File: src/rtl/btf_pkg.sv
package btf_pkg;

  // Frame layout and CRC constants.
  localparam logic [7:0] FRAME_LEN  = 8'd10;
  localparam logic [7:0] FRAME_TYPE = 8'h08;
  localparam logic [7:0] CRC_POLY   = 8'hD5;
  localparam logic [7:0] ADDR_RESET = 8'hC8;

  // Byte positions within one 12-byte frame.
  localparam int unsigned IDX_W = 4;
  localparam logic [IDX_W-1:0] IDX_ADDR      = 4'd0;
  localparam logic [IDX_W-1:0] IDX_LEN       = 4'd1;
  localparam logic [IDX_W-1:0] IDX_TYPE      = 4'd2;
  localparam logic [IDX_W-1:0] IDX_PAY_FIRST = 4'd3;
  localparam logic [IDX_W-1:0] IDX_PAY_LAST  = 4'd10;
  localparam logic [IDX_W-1:0] IDX_CRC       = 4'd11;

  // Eight payload bytes in transmit order, element 0 sent first.
  localparam int unsigned PAY_BYTES = 8;
  typedef logic [PAY_BYTES-1:0][7:0] payload_t;

  // One byte through the CRC-8, MSB first.
  function automatic logic [7:0] crc8_byte(input logic [7:0] crc, input logic [7:0] data);
    logic [7:0] c;
    c = crc ^ data;
    for (int b = 0; b < 8; b++) begin
      if (c[7]) begin
        c = {c[6:0], 1'b0} ^ CRC_POLY;
      end else begin
        c = {c[6:0], 1'b0};
      end
    end
    return c;
  endfunction

endpackage

File: src/rtl/btf_front.sv
module btf_front (
  input  logic              clk,
  input  logic              rst_n,
  input  logic              in_tvalid,
  output logic              in_tready,
  // voltage [15:0], current [31:16], capacity [55:32], percent [63:56]
  input  logic [63:0]       in_tdata,
  output logic              q_valid,
  input  logic              q_ready,
  output btf_pkg::payload_t q_data
);

  logic              valid_r;
  logic              valid_nxt;
  btf_pkg::payload_t data_r;
  btf_pkg::payload_t data_nxt;
  logic              accept;

  // The stage takes an item when it is empty or its item moves on.
  assign in_tready = !valid_r || q_ready;
  assign accept    = in_tvalid && in_tready;
  assign q_valid   = valid_r;
  assign q_data    = data_r;

  // Reorder the reading into big-endian transmit order.
  always_comb begin
    data_nxt    = data_r;
    data_nxt[0] = in_tdata[15:8];
    data_nxt[1] = in_tdata[7:0];
    data_nxt[2] = in_tdata[31:24];
    data_nxt[3] = in_tdata[23:16];
    data_nxt[4] = in_tdata[55:48];
    data_nxt[5] = in_tdata[47:40];
    data_nxt[6] = in_tdata[39:32];
    data_nxt[7] = in_tdata[63:56];
  end

  // Stage occupancy.
  always_comb begin
    valid_nxt = valid_r;
    if (accept) begin
      valid_nxt = 1'b1;
    end else if (q_ready) begin
      valid_nxt = 1'b0;
    end
  end

  always_ff @(posedge clk) begin
    if (!rst_n) begin
      valid_r <= 1'b0;
    end else begin
      valid_r <= valid_nxt;
    end
  end

  always_ff @(posedge clk) begin
    if (accept) begin
      data_r <= data_nxt;
    end
  end

endmodule

File: src/rtl/btf_fifo.sv
module btf_fifo #(
  parameter int unsigned DEPTH = 2
) (
  input  logic              clk,
  input  logic              rst_n,
  input  logic              in_valid,
  output logic              in_ready,
  input  btf_pkg::payload_t in_data,
  output logic              out_valid,
  input  logic              out_ready,
  output btf_pkg::payload_t out_data
);

  localparam int unsigned PW = (DEPTH > 1) ? $clog2(DEPTH) : 1;
  localparam int unsigned CW = $clog2(DEPTH + 1);

  btf_pkg::payload_t entry_r [DEPTH];
  logic [PW-1:0]     wr_ptr_r;
  logic [PW-1:0]     wr_ptr_nxt;
  logic [PW-1:0]     rd_ptr_r;
  logic [PW-1:0]     rd_ptr_nxt;
  logic [CW-1:0]     count_r;
  logic [CW-1:0]     count_nxt;
  logic              push;
  logic              pop;

  assign in_ready  = count_r != CW'(DEPTH);
  assign out_valid = count_r != '0;
  assign push      = in_valid && in_ready;
  assign pop       = out_valid && out_ready;
  assign out_data  = entry_r[rd_ptr_r];

  // Pointer wrap and fill count.
  always_comb begin
    wr_ptr_nxt = wr_ptr_r;
    rd_ptr_nxt = rd_ptr_r;
    count_nxt  = count_r;
    if (push) begin
      wr_ptr_nxt = (wr_ptr_r == PW'(DEPTH - 1)) ? '0 : wr_ptr_r + 1'b1;
    end
    if (pop) begin
      rd_ptr_nxt = (rd_ptr_r == PW'(DEPTH - 1)) ? '0 : rd_ptr_r + 1'b1;
    end
    if (push && !pop) begin
      count_nxt = count_r + 1'b1;
    end else if (pop && !push) begin
      count_nxt = count_r - 1'b1;
    end
  end

  always_ff @(posedge clk) begin
    if (!rst_n) begin
      wr_ptr_r <= '0;
      rd_ptr_r <= '0;
      count_r  <= '0;
    end else begin
      wr_ptr_r <= wr_ptr_nxt;
      rd_ptr_r <= rd_ptr_nxt;
      count_r  <= count_nxt;
    end
  end

  // Entry storage.
  always_ff @(posedge clk) begin
    if (push) begin
      entry_r[wr_ptr_r] <= in_data;
    end
  end

  // The fill count never exceeds the depth.
  assert property (@(posedge clk) disable iff (!rst_n) count_r <= CW'(DEPTH))
    else $error("queue count above depth");

  // A lone push grows the count by one.
  assert property (@(posedge clk) disable iff (!rst_n)
    (push && !pop) |=> count_r == $past(count_r) + 1'b1)
    else $error("queue count did not grow on push");

endmodule

File: src/rtl/btf_back.sv
module btf_back (
  input  logic              clk,
  input  logic              rst_n,
  input  logic [7:0]        frame_address,
  input  logic              q_valid,
  output logic              q_ready,
  input  btf_pkg::payload_t q_data,
  output logic              out_tvalid,
  input  logic              out_tready,
  // frame_byte [7:0]
  output logic [7:0]        out_tdata,
  output logic              out_tlast
);

  logic [btf_pkg::IDX_W-1:0] idx_r;
  logic [btf_pkg::IDX_W-1:0] idx_nxt;
  logic [btf_pkg::IDX_W-1:0] pay_off;
  logic [7:0]                crc_r;
  logic [7:0]                crc_nxt;
  logic                      out_valid_r;
  logic [7:0]                out_data_r;
  logic                      out_last_r;
  logic [7:0]                byte_sel;
  logic                      load;
  logic                      fire;
  logic                      last_byte;

  // The output register takes a new byte when it is empty or being taken.
  assign load      = !out_valid_r || out_tready;
  assign fire      = load && q_valid;
  assign last_byte = idx_r == btf_pkg::IDX_CRC;
  assign q_ready   = fire && last_byte;
  assign pay_off   = idx_r - btf_pkg::IDX_PAY_FIRST;

  assign out_tvalid = out_valid_r;
  assign out_tdata  = out_data_r;
  assign out_tlast  = out_last_r;

  // Select the byte at the current frame position.
  always_comb begin
    unique case (idx_r) inside
      btf_pkg::IDX_ADDR: byte_sel = frame_address;
      btf_pkg::IDX_LEN:  byte_sel = btf_pkg::FRAME_LEN;
      btf_pkg::IDX_TYPE: byte_sel = btf_pkg::FRAME_TYPE;
      [btf_pkg::IDX_PAY_FIRST:btf_pkg::IDX_PAY_LAST]:
        byte_sel = q_data[pay_off[2:0]];
      btf_pkg::IDX_CRC:  byte_sel = crc_r;
      default:           byte_sel = 8'h00;
    endcase
  end

  // Frame position and running CRC over type and payload bytes.
  always_comb begin
    idx_nxt = idx_r;
    crc_nxt = crc_r;
    if (fire) begin
      if (last_byte) begin
        idx_nxt = btf_pkg::IDX_ADDR;
        crc_nxt = 8'h00;
      end else begin
        idx_nxt = idx_r + 1'b1;
        if (idx_r >= btf_pkg::IDX_TYPE) begin
          crc_nxt = btf_pkg::crc8_byte(crc_r, byte_sel);
        end
      end
    end
  end

  always_ff @(posedge clk) begin
    if (!rst_n) begin
      idx_r       <= btf_pkg::IDX_ADDR;
      crc_r       <= 8'h00;
      out_valid_r <= 1'b0;
    end else begin
      idx_r <= idx_nxt;
      crc_r <= crc_nxt;
      if (load) begin
        out_valid_r <= q_valid;
      end
    end
  end

  // Output payload register.
  always_ff @(posedge clk) begin
    if (fire) begin
      out_data_r <= byte_sel;
      out_last_r <= last_byte;
    end
  end

  // The frame position stays within one frame.
  assert property (@(posedge clk) disable iff (!rst_n) idx_r <= btf_pkg::IDX_CRC)
    else $error("frame position out of range");

  // A byte taken in with the last marker shows on the output with out_tlast, and the frame position restarts.
  assert property (@(posedge clk) disable iff (!rst_n)
    (fire && last_byte) |=> out_tlast && out_valid_r && idx_r == btf_pkg::IDX_ADDR)
    else $error("frame end not marked or position not restarted");

  // The CRC restarts at zero on every frame's first byte.
  assert property (@(posedge clk) disable iff (!rst_n)
    (idx_r == btf_pkg::IDX_ADDR) |-> crc_r == 8'h00)
    else $error("CRC not cleared at frame start");

endmodule

File: src/rtl/battery_telemetry_framer.sv
// Battery telemetry framer.
// The in_ channel takes one battery reading per item; the out_ channel gives
// the resulting 12-byte telemetry frame one byte per item, address first and
// the CRC-8 byte last, with out_tlast high on that CRC byte.
// The cfg_ port writes the frame address byte; write it only while idle.
// The first byte of a frame appears once its reading has gone through the front
// stage and the queue into the output register. The output serializer sends a
// single byte per cycle while out_tready is high, and that sets the reading rate.
// A front stage reorders the reading, a short queue holds pending readings,
// and the back serializer computes the CRC as it sends the bytes, so readings
// keep being accepted while a frame is still going out.
// Reset empties the stages and queue and sets the address to 0xC8.
// When the receiver stalls, the current byte holds on the output, the queue
// fills, and in_tready drops once the front stage and queue are full.
module battery_telemetry_framer #(
  parameter int unsigned QUEUE_DEPTH = 2
) (
  input  logic        clk,
  input  logic        rst_n,
  input  logic        in_tvalid,
  output logic        in_tready,
  // battery_voltage [15:0], battery_current [31:16],
  // used_capacity [55:32], charge_remaining [63:56]
  input  logic [63:0] in_tdata,
  output logic        out_tvalid,
  input  logic        out_tready,
  // frame_byte [7:0]
  output logic [7:0]  out_tdata,
  output logic        out_tlast,
  input  logic        cfg_wr_en,
  input  logic [7:0]  cfg_wr_data
);

  logic [7:0]        frame_address_r;
  logic              front_valid;
  logic              front_ready;
  btf_pkg::payload_t front_data;
  logic              back_valid;
  logic              back_ready;
  btf_pkg::payload_t back_data;

  // Frame address register.
  always_ff @(posedge clk) begin
    if (!rst_n) begin
      frame_address_r <= btf_pkg::ADDR_RESET;
    end else if (cfg_wr_en) begin
      frame_address_r <= cfg_wr_data;
    end
  end

  btf_front u_front (
    .clk       (clk),
    .rst_n     (rst_n),
    .in_tvalid (in_tvalid),
    .in_tready (in_tready),
    .in_tdata  (in_tdata),
    .q_valid   (front_valid),
    .q_ready   (front_ready),
    .q_data    (front_data)
  );

  btf_fifo #(
    .DEPTH (QUEUE_DEPTH)
  ) u_fifo (
    .clk       (clk),
    .rst_n     (rst_n),
    .in_valid  (front_valid),
    .in_ready  (front_ready),
    .in_data   (front_data),
    .out_valid (back_valid),
    .out_ready (back_ready),
    .out_data  (back_data)
  );

  btf_back u_back (
    .clk           (clk),
    .rst_n         (rst_n),
    .frame_address (frame_address_r),
    .q_valid       (back_valid),
    .q_ready       (back_ready),
    .q_data        (back_data),
    .out_tvalid    (out_tvalid),
    .out_tready    (out_tready),
    .out_tdata     (out_tdata),
    .out_tlast     (out_tlast)
  );

endmodule
File: config.mk
export PLATFORM = sky130hd
export DESIGN_NAME = battery_telemetry_framer
export DESIGN_NICKNAME = d
export VERILOG_FILES = /design/src/rtl/btf_pkg.sv /design/src/rtl/btf_front.sv /design/src/rtl/btf_fifo.sv /design/src/rtl/btf_back.sv /design/src/rtl/battery_telemetry_framer.sv
export SDC_FILE = /design/constraint.sdc
export NUM_CORES = 1
export LEC_CHECK = 0
export BUFFER_PORTS_ARGS = -buffer_cell sky130_fd_sc_hd__clkbuf_2
export CAP_MARGIN = 0
export CORE_MARGIN = 8
export CORE_UTILIZATION = 45
export DETAILED_ROUTE_END_ITERATION = 6
export PLACE_DENSITY_LB_ADDON = 0.1
export RECOVER_POWER = 100
export REMOVE_ABC_BUFFERS = 1
export SYNTH_ARGS = -nofsm -noshare
export SYNTH_HDL_FRONTEND = slang
export SYNTH_SLANG_ARGS = --single-unit
File: constraint.sdc
create_clock -name clk -period 5.2 [get_ports clk]
set_input_delay 1.04 -clock clk [delete_from_list [all_inputs] [get_ports clk]]
set_output_delay 1.04 -clock clk [all_outputs]
set_load 0.005 [all_outputs]
==> impl_metrics.csv, run 1 <==
group,metric,value,unit
run_status,outcome,"finished, violations left",
run_status,violations,"capacitance limit, slew limit",
drt,routed_wl,16.3,mm
worst_setup_path,path_delay_family,"simple AND/OR/NAND/NOR gates",
timing,tightest_slew,2590,ps
clock_network,clock_latency,520,ps
clock_network,cts_resized,0,
global_route,grt_max_degree,45,
drt,vias,4387,
timing,skew,11.4,ps
worst_setup_path,worstSetupEndpointType,"flop",
drt,post_drt_wl_per_cell,18.8,µm
clock_network,cts_buffers,25,
timing,rsz0062_at_grt,"no",
floorplan,coreArea,19400,µm²
timing,fin_crit_sh,86.5,%
global_route,grt_util_all_layers,13.6,%
power_and_ir_drop,power_leakage,3.63,nW
timing,fin_ws,700,ps
drt,remaining_drc_errors,0,
global_route,grt_pass1_wl,26.0,mm
worst_setup_path,criticalPathCategory,"flop to flop",
drt,first_iter_violations,237,
clock_network,root_buffer,"clkbuf_16",
final_layout,layout-drive-gt1-share,26.0,%
logic_synthesis,synth_cells,480,
global_route,antenna_found_initial,0,
worst_setup_path,max_stage_delay,780,ps
clock_network,cts_setup_buffers,0,
final_layout,fin_cells,866,
place,placed_cells,821,
final_layout,fin_util,53.3,%
logic_synthesis,ys.flop_type,"edfxtp_1",
clock_network,clockBufferDepth,3,
logic_synthesis,async_flop_share,0,%
timing,final-hold-violation-count,0,
power_and_ir_drop,ir_drop,0.235,mV
timing,tns,0,ps
clock_network,htreeDepth,1,
worst_hold_path,hold_class,"flop to flop",
logic_synthesis,ys_ff_latch,228,
worst_setup_path,crit_start,"u_back.idx_r[1]",
place,dp_slack,1000,ps
worst_setup_path,cp.required,5610,ps
final_layout,nets,665,
floorplan,dieArea,24500,µm²
final_layout,most-common-layout-cells,"201 x edfxtp_1, 80 x clkbuf_2, 31 x nand2_1",
clock_network,cts_tree,"built",
drt,dr.pass1.iters,4,
final_layout,antenna_cells,0,
worst_setup_path,worstPathCellList,"inv_1, ha_1, clkbuf_1, mux4_1, nor2_1, o22ai_1, o21ai_0, xor2_1, and3_1, or4_1, xnor2_1, o31ai_1, and2_0",
timing,fmax,222,MHz
power_and_ir_drop,power_density,416,nW/µm²
place,gp_congestion,0.765,
global_route,first_global_vias,4726,
clock_network,postCtsHoldBufs,0,
final_layout,area_delta_synth_final,16.5,%
floorplan,rows,51,
logic_synthesis,ys_types,56,
worst_hold_path,hp-start,"u_front.q_data[32]",
logic_synthesis,synth_edf_count,201,
clock_network,clkTransAtPathRegs,60,ps
worst_setup_path,r2r-start,"u_back.idx_r[1]",
timing,drv_slew,117,
worst_setup_path,cp_slowest_cell,"ha_1",
floorplan,die_h,156,µm
timing,slew_headroom,-73.1,%
worst_setup_path,critPathLaunchType,"flop",
logic_synthesis,syn_area,8870,µm²
floorplan,die_w,156,µm
floorplan,start_util,45.7,%
worst_setup_path,cp.arrival,4910,ps
clock_network,cts.sinks,228,
global_route,grt_overflow_total,0,
timing,finalSetupViolCount,0,
floorplan,pin_count,88,
final_layout,layout_commonest_cell,"edfxtp_1",
worst_setup_path,crit_fanout,16,
logic_synthesis,ys_seq_area_share,74.1,%
logic_synthesis,yosysWarnings,0,
logic_synthesis,synth_area_per_cell,18.5,µm²
drt,ant_nets,0,
place,hpwlAfterDp,11.0,mm
drt,vias_per_cell,5.07,
worst_setup_path,crit_buf_inv,2,
place,portBuffers,87,
run,drv_cap,3,
timing,period_minus_slack,4500,ps
timing,whs,442,ps
cell usage after synthesis, types with 3 or more instances:
cell | number | area share (%)
a21boi_0 | 4 | 0.34
a21o_1 | 3 | 0.25
a21oi_1 | 7 | 0.39
a31oi_1 | 3 | 0.21
a32oi_1 | 3 | 0.30
and2_1 | 7 | 0.49
and3_1 | 4 | 0.28
buf_2 | 6 | 0.34
buf_6 | 4 | 0.51
clkbuf_1 | 6 | 0.25
dfxtp_1 | 27 | 6.1
edfxtp_1 | 201 | 68
ha_1 | 5 | 0.71
inv_1 | 7 | 0.30
inv_2 | 3 | 0.13
mux2i_1 | 16 | 1.8
mux4_1 | 9 | 2.7
mux4_2 | 26 | 6.6
nand2_1 | 31 | 1.3
nand2b_1 | 4 | 0.28
nand3_1 | 11 | 0.62
nor2_1 | 8 | 0.34
nor2b_1 | 10 | 0.71
o21ai_0 | 9 | 0.51
o21ai_1 | 9 | 0.51
xnor2_1 | 11 | 1.1
xor2_1 | 7 | 0.69
kinds of logic after synthesis:
family / synth area share (%)
compound gates: 3.88
xor+xnor: 3.07
fa+ha+maj: 0.705
flops: 74.1
mux: 11.1
buf+inv: 1.88
simple gates: 5.27
stage by stage:
stage	power (W)	instance area, µm²
2_1_floorplan	0.00249	8750
3_3_place_gp	0.00262	9590
3_5_place_dp	0.00264	9590
4_1_cts	0.00437	10400
5_1_grt	0.00447	10300
6_report	0.00430	10300
metal layers:
metal,vias up,global-route usage (%),part of all wire [%]
met5,-,0,0
met4,0,4.26,2.6
met3,26,2.95,4.5
met2,105,21.5,47
met1,2166,18.6,46
li1,2090,-,-
path summary, 6_finish.rpt:
path                            depth (start not counted)  slack (ps)               endpoint
worst max-delay path                                   13         700        u_back.crc_r[6]
worst min-delay path                                    0         440  u_fifo.entry_r[0][32]
worst max register to register                         13         700        u_back.crc_r[6]
worst min register to register                          0         440  u_fifo.entry_r[0][32]
worst reg2reg max path, stage by stage (launching register included):
cell	delay (ps)
dfxtp_1	470
inv_1	130
ha_1	780
clkbuf_1	470
mux4_1	380
nor2_1	100
o22ai_1	70
o21ai_0	250
xor2_1	140
and3_1	210
or4_1	680
xnor2_1	430
o31ai_1	110
and2_0	170
power breakdown:
part           internal [W]  switching, W  total [W]  leakage, nW
Sequential          0.00211     0.0000371    0.00214         2.10
Combinational      0.000203      0.000230   0.000433         1.12
Clock               0.00103      0.000687    0.00172        0.396
Total               0.00334      0.000954    0.00430         3.63
layout make-up:
| class | count | area [µm²] |
|---|---|---|
| multi-input cells | 222 | 2100 |
| fillers | 1592 | 9060 |
| clock buffers | 29 | 641 |
| clock inverters | 16 | 169 |
| repair buffers | 95 | 472 |
| well taps | 265 | 332 |
| inverters | 11 | 41.3 |
| flip-flops and latches | 228 | 6580 |
sequential cells by signal, summed over array words and instances (netlist names), named ones only:
register	flops
u_back.out_tvalid	1
u_fifo.entry_r	128
u_fifo.count_r	2
u_front.q_data	64
u_back.crc_r	8
frame_address_r	8
u_back.out_tdata	8
u_fifo.rd_ptr_r	1
u_fifo.wr_ptr_r	1
u_front.q_valid	1
u_back.out_tlast	1
u_back.idx_r	4
(Power assumes the default switching activity.)
==> run 2: changes to the inputs <==
RECOVER_POWER = 50   (was 100)
==> impl_metrics.csv, run 2 (synthesis gave the netlist of run 1 again) <==
group,metric,value,unit
run_status,outcome,"completed",
floorplan,coreArea,19400,µm²
timing,tightest_slew,1040,ps
clock_network,cts_resized,0,
drt,routed_wl,16.3,mm
timing,period_minus_slack,4170,ps
timing,fin_ws,1030,ps
global_route,grt_max_degree,45,
power_and_ir_drop,p_seq_share,49.7,%
place,dp_slack,1000,ps
run,drv_cap,0,
floorplan,die_w,156,µm
clock_network,cts.sinks,228,
timing,fmax,240,MHz
clock_network,postCtsHoldBufs,0,
final_layout,area_delta_synth_final,17.1,%
place,place_area,9590,µm²
floorplan,start_util,45.7,%
clock_network,cts_tree,"built",
power_and_ir_drop,power_leakage,3.66,nW
worst_setup_path,cp.arrival,4620,ps
final_layout,antenna_cells,0,
worst_setup_path,worstSetupEndpointType,"flop",
timing,skew,9.09,ps
worst_setup_path,crit_fanout,28,
drt,first_iter_violations,214,
global_route,grt_overflow_total,0,
final_layout,largest_reg_flops,128,
worst_setup_path,criticalPathCategory,"flop to flop",
global_route,first_global_vias,4726,
timing,fin_crit_sh,80.3,%
timing,final-hold-violation-count,0,
drt,post_drt_wl_per_cell,18.8,µm
clock_network,root_buffer,"clkbuf_16",
drt,dr.pass1.iters,4,
worst_setup_path,timing.rr.end,"u_back.crc_r[5]",
final_layout,regMostFlops,"u_fifo.entry_r",
place,portBuffers,87,
global_route,antenna_found_initial,0,
timing,finalSetupViolCount,0,
power_and_ir_drop,internal_power,0.00335,W
worst_setup_path,setup.worst_path.end,"u_back.crc_r[5]",
power_and_ir_drop,ir_drop,0.236,mV
global_route,grt_pass1_wl,26.0,mm
timing,drv_slew,0,
worst_setup_path,r2r_cells,10,
drt,ant_nets,0,
timing,slew_headroom,30.8,%
worst_hold_path,hold_class,"flop to flop",
timing,tns,0,ps
worst_setup_path,r2r_slack,1030,ps
drt,remaining_drc_errors,0,
floorplan,pin_count,88,
global_route,grt_util_all_layers,13.6,%
worst_setup_path,critPathLaunchType,"flop",
power_and_ir_drop,power_density,415,nW/µm²
worst_setup_path,r2r-start,"u_back.idx_r[0]",
floorplan,rows,51,
final_layout,nets,665,
power_and_ir_drop,p_sw_share,22.2,%
final_layout,most-common-layout-cells,"201 x edfxtp_1, 84 x clkbuf_2, 31 x nand2_1",
floorplan,dieArea,24500,µm²
drt,vias,4411,
place,gp_congestion,0.765,
worst_setup_path,crit_start,"u_back.idx_r[0]",
drt,vias_per_cell,5.09,
final_layout,fin_util,53.6,%
place,hpwlAfterDp,11.0,mm
final_layout,layout-drive-gt1-share,28.3,%
timing,rsz0062_at_grt,"no",
final_layout,layout_commonest_cell,"edfxtp_1",
worst_setup_path,cp.required,5650,ps
clock_network,clockBufferDepth,3,
floorplan,die_h,156,µm
power_and_ir_drop,p_comb_share,10.4,%
clock_network,htreeDepth,1,
final_layout,stdcell_area,10400,µm²
clock_network,clock_latency,520,ps
clock_network,clkTransAtPathRegs,60,ps
clock_network,cts_setup_buffers,0,
power_and_ir_drop,p_sw,0.000959,W
clock_network,cts_buffers,25,
power_and_ir_drop,clkPwrFrac,39.9,%
[run 2: cell count changes in the layout (fill, tap and decap cells not counted), sizes merged]
cell,before,now
buf,4,8
clkbuf,120,116
[run 2: layout make-up]
cell class | count | area (µm²)
Fill cell | 1574 | 9010
Timing Repair Buffer | 95 | 492
Clock buffer | 29 | 641
Clock inverter | 16 | 169
Inverter | 11 | 41.3
Tap cell | 265 | 332
Multi-Input combinational cell | 222 | 2140
Sequential cell | 228 | 6580
[run 2: how the worst min path moves through the flow]
stage	slack [ps]	to	depth (start not counted)	startpoint
floorplan	420	u_fifo.entry_r[0][0]	0	u_front.q_data[0]
global placement	420	u_fifo.entry_r[1][13]	0	u_front.q_data[13]
detailed placement	430	u_fifo.entry_r[1][22]	0	u_front.q_data[22]
CTS	440	u_fifo.entry_r[0][32]	0	u_front.q_data[32]
global route	450	u_fifo.entry_r[0][32]	0	u_front.q_data[32]
finish	440	u_fifo.entry_r[0][32]	0	u_front.q_data[32]
[run 2: per-layer routing]
metal  part of all wire [%]  global-route usage, %
met5                      0                      0
met4                    2.5                   4.26
met3                    5.1                   2.95
met2                     47                   21.5
met1                     45                   18.6
[run 2: worst max-delay path, stage by stage (launching register included)]
cell	delay, ps
dfxtp_1	340
buf_4	390
ha_1	480
xor2_2	620
mux4_2	630
a32oi_1	320
nand3_1	140
o21ai_2	140
xor2_1	430
xnor3_1	480
o21ai_1	120
[run 2: power by group through the flow]
stage	sequential (W)	clock (W)	combinational (W)
global placement	0.00217	0	0.000449
floorplan	0.00218	0	0.000316
CTS	0.00214	0.00177	0.000459
finish	0.00214	0.00172	0.000449
detailed placement	0.00218	0	0.000456
global route	0.00215	0.00184	0.000491
[run 2: through the flow]
step	hold slack, ps	std cells	total power [W]
final	442	866	0.00431
after global routing	454	866	0.00448
after CTS	442	866	0.00437
after detailed placement	434	821	0.00264
after global placement	424	821	0.00262
after floorplan	421	461	0.00249
==> run 3: changes to the inputs <==
ABC_AREA = 1   (was unset)
clock period = 4.1 ns   (was 5.2 ns; I/O delays follow)
==> impl_metrics.csv, run 3 <==
group,metric,value,unit
drt,post_drt_wl_per_cell,16.7,µm
clock_network,cts.sinks,228,
place,gp_congestion,0.913,
floorplan,rows,52,
final_layout,largest_reg_flops,128,
worst_hold_path,holdPathStages,0,
floorplan,dieArea,25600,µm²
drt,dr.pass1.iters,5,
final_layout,nets,980,
global_route,grt_util_all_layers,15.6,%
worst_setup_path,r2r-start,"u_back.idx_r[1]",
final_layout,fin_util,53.3,%
logic_synthesis,ys.flop_type,"edfxtp_1",
final_layout,fin_cells,1186,
timing,finalSetupViolCount,0,
timing,slew_headroom,-45.0,%
logic_synthesis,async_flop_share,0,%
logic_synthesis,synth_area_per_cell,11.6,µm²
worst_setup_path,critPathLaunchType,"flop",
worst_setup_path,crit_start,"u_back.idx_r[1]",
drt,vias,5978,
final_layout,regMostFlops,"u_fifo.entry_r",
clock_network,root_buffer,"clkbuf_16",
clock_network,clockBufferDepth,3,
final_layout,layout-drive-gt1-share,18.9,%
global_route,grt_pass1_wl,32.2,mm
drt,routed_wl,19.8,mm
power_and_ir_drop,power_density,530,nW/µm²
drt,highest_layer,"met4",
worst_setup_path,crit_fanout,16,
floorplan,die_w,160,µm
logic_synthesis,syn_area,9320,µm²
timing,tightest_slew,2170,ps
timing,tns,0,ps
worst_setup_path,worstSetupEndpointType,"flop",
timing,drv_slew,22,
worst_hold_path,hold_class,"flop to flop",
logic_synthesis,synth_common_cells,"222 x nand2_1, 201 x edfxtp_1, 148 x nand3_1",
logic_synthesis,ys_types,32,
clock_network,clock_latency,540,ps
logic_synthesis,yosysWarnings,0,
drt,wl_met3,894,µm
timing,fmax,295,MHz
clock_network,cts_setup_buffers,0,
global_route,grt_overflow_total,0,
worst_setup_path,criticalPathCategory,"flop to flop",
clock_network,htreeDepth,1,
timing,period_minus_slack,3390,ps
power_and_ir_drop,power_leakage,4.28,nW
worst_setup_path,cp.arrival,3780,ps
logic_synthesis,synth.area.top_cells,"edfxtp_1 65%, nand2_1 8.9%, nand3_1 8.0%",
global_route,first_global_vias,6210,
drt,drt-met1-wl,8.58,mm
clock_network,cts_buffers,25,
global_route,grt_max_degree,66,
logic_synthesis,synth_most_common_cell,"nand2_1",
final_layout,area_delta_synth_final,16.2,%
floorplan,die_h,160,µm
logic_synthesis,ys_ff_latch,228,
drt,vias_per_cell,5.04,
clock_network,postCtsHoldBufs,0,
logic_synthesis,yosysTopAreaCell,"edfxtp_1",
final_layout,antenna_cells,0,
drt,remaining_drc_errors,0,
logic_synthesis,ys_seq_area_share,70.6,%
clock_network,cts_tree,"built",
run_status,outcome,"finished, violations left",
place,portBuffers,87,
clock_network,cts_resized,0,
drt,first_iter_violations,391,
clock_network,clkTransAtPathRegs,60,ps
final_layout,most-common-layout-cells,"222 x nand2_1, 201 x edfxtp_1, 148 x nand3_1",
timing,skew,16.6,ps
drt,ant_nets,0,
logic_synthesis,synth_cells,800,
drt,wl_met2,9.71,mm
power_and_ir_drop,ir_drop,0.350,mV
worst_hold_path,hp-start,"u_front.q_data[26]",
run,drv_cap,1,
floorplan,pin_count,88,
timing,fin_crit_sh,82.7,%
logic_synthesis,netlist.area_leader.share,64.8,%
run_status,violations,"capacitance limit, slew limit",
worst_setup_path,cp.required,4490,ps
floorplan,start_util,45.9,%
place,placed_cells,1141,
timing,final-hold-violation-count,0,
timing,rsz0062_at_grt,"no",
worst_setup_path,r2r_cells,19,
floorplan,coreArea,20300,µm²
place,hpwlAfterDp,13.1,mm
logic_synthesis,synth_edf_count,201,
global_route,antenna_found_initial,0,
final_layout,layout_commonest_cell,"nand2_1",
-- run 3: worst paths after layout --
check                          end  slack, ps
min reg2reg  u_fifo.entry_r[1][26]        440
max                u_back.crc_r[2]        710
min          u_fifo.entry_r[1][26]        440
max reg2reg        u_back.crc_r[2]        710
-- run 3: final cells by class --
class	instances	area (µm²)
inverter	58	223
timing repair buffer	98	519
tap	270	338
clock buffer	32	662
fill	1811	9480
multi-input combinational	487	2390
clock inverter	13	113
sequential	228	6580
-- run 3: logic make-up after synthesis --
family / share of synthesized area [%]
adder cells (fa/ha/maj): 0.672
AO/OA/AOI/OAI: 2.65
XOR/XNOR: 1.11
buffers and inverters: 3.84
flip-flops: 70.6
AND/OR/NAND/NOR: 21.1
-- run 3: power by group --
| group | internal [W] | total, W | switching, W |
|---|---|---|---|
| combinational | 0.000301 | 0.000918 | 0.000617 |
| sequential | 0.00268 | 0.00273 | 0.0000508 |
| clock | 0.00121 | 0.00209 | 0.000882 |
-- run 3: per-stage QoR --
step	cell area, µm²	hold WS [ps]	power (W)	worst slack, ps
finish	10800	442	0.00574	709
global route	10800	440	0.00602	394
CTS	10800	438	0.00581	723
detailed placement	10100	429	0.00371	718
global placement	10100	424	0.00368	882
floorplan	9180	421	0.00343	144
-- run 3: per-layer routing --
metal	vias to the layer above	global-route usage, %
met5	-	0
met4	0	5.73
met3	30	2.90
met2	151	27.0
met1	2841	19.3
li1	2956	-
-- run 3: worst max-delay path, cell delays in order (launching register included) --
cell and delay [ps]:
dfxtp_1 430, inv_1 130, ha_1 310, inv_1 510
nand3_1 180, nand3_2 110, nand3_2 110, nand2_2 140
nand2_1 70, nand2_2 130, nand2_4 100, nand2_4 100
xor2_2 280, inv_1 100, nand3_1 150, nand2_1 90
nand2_1 80, nand3_1 90, nand3_2 70, a21oi_2 50
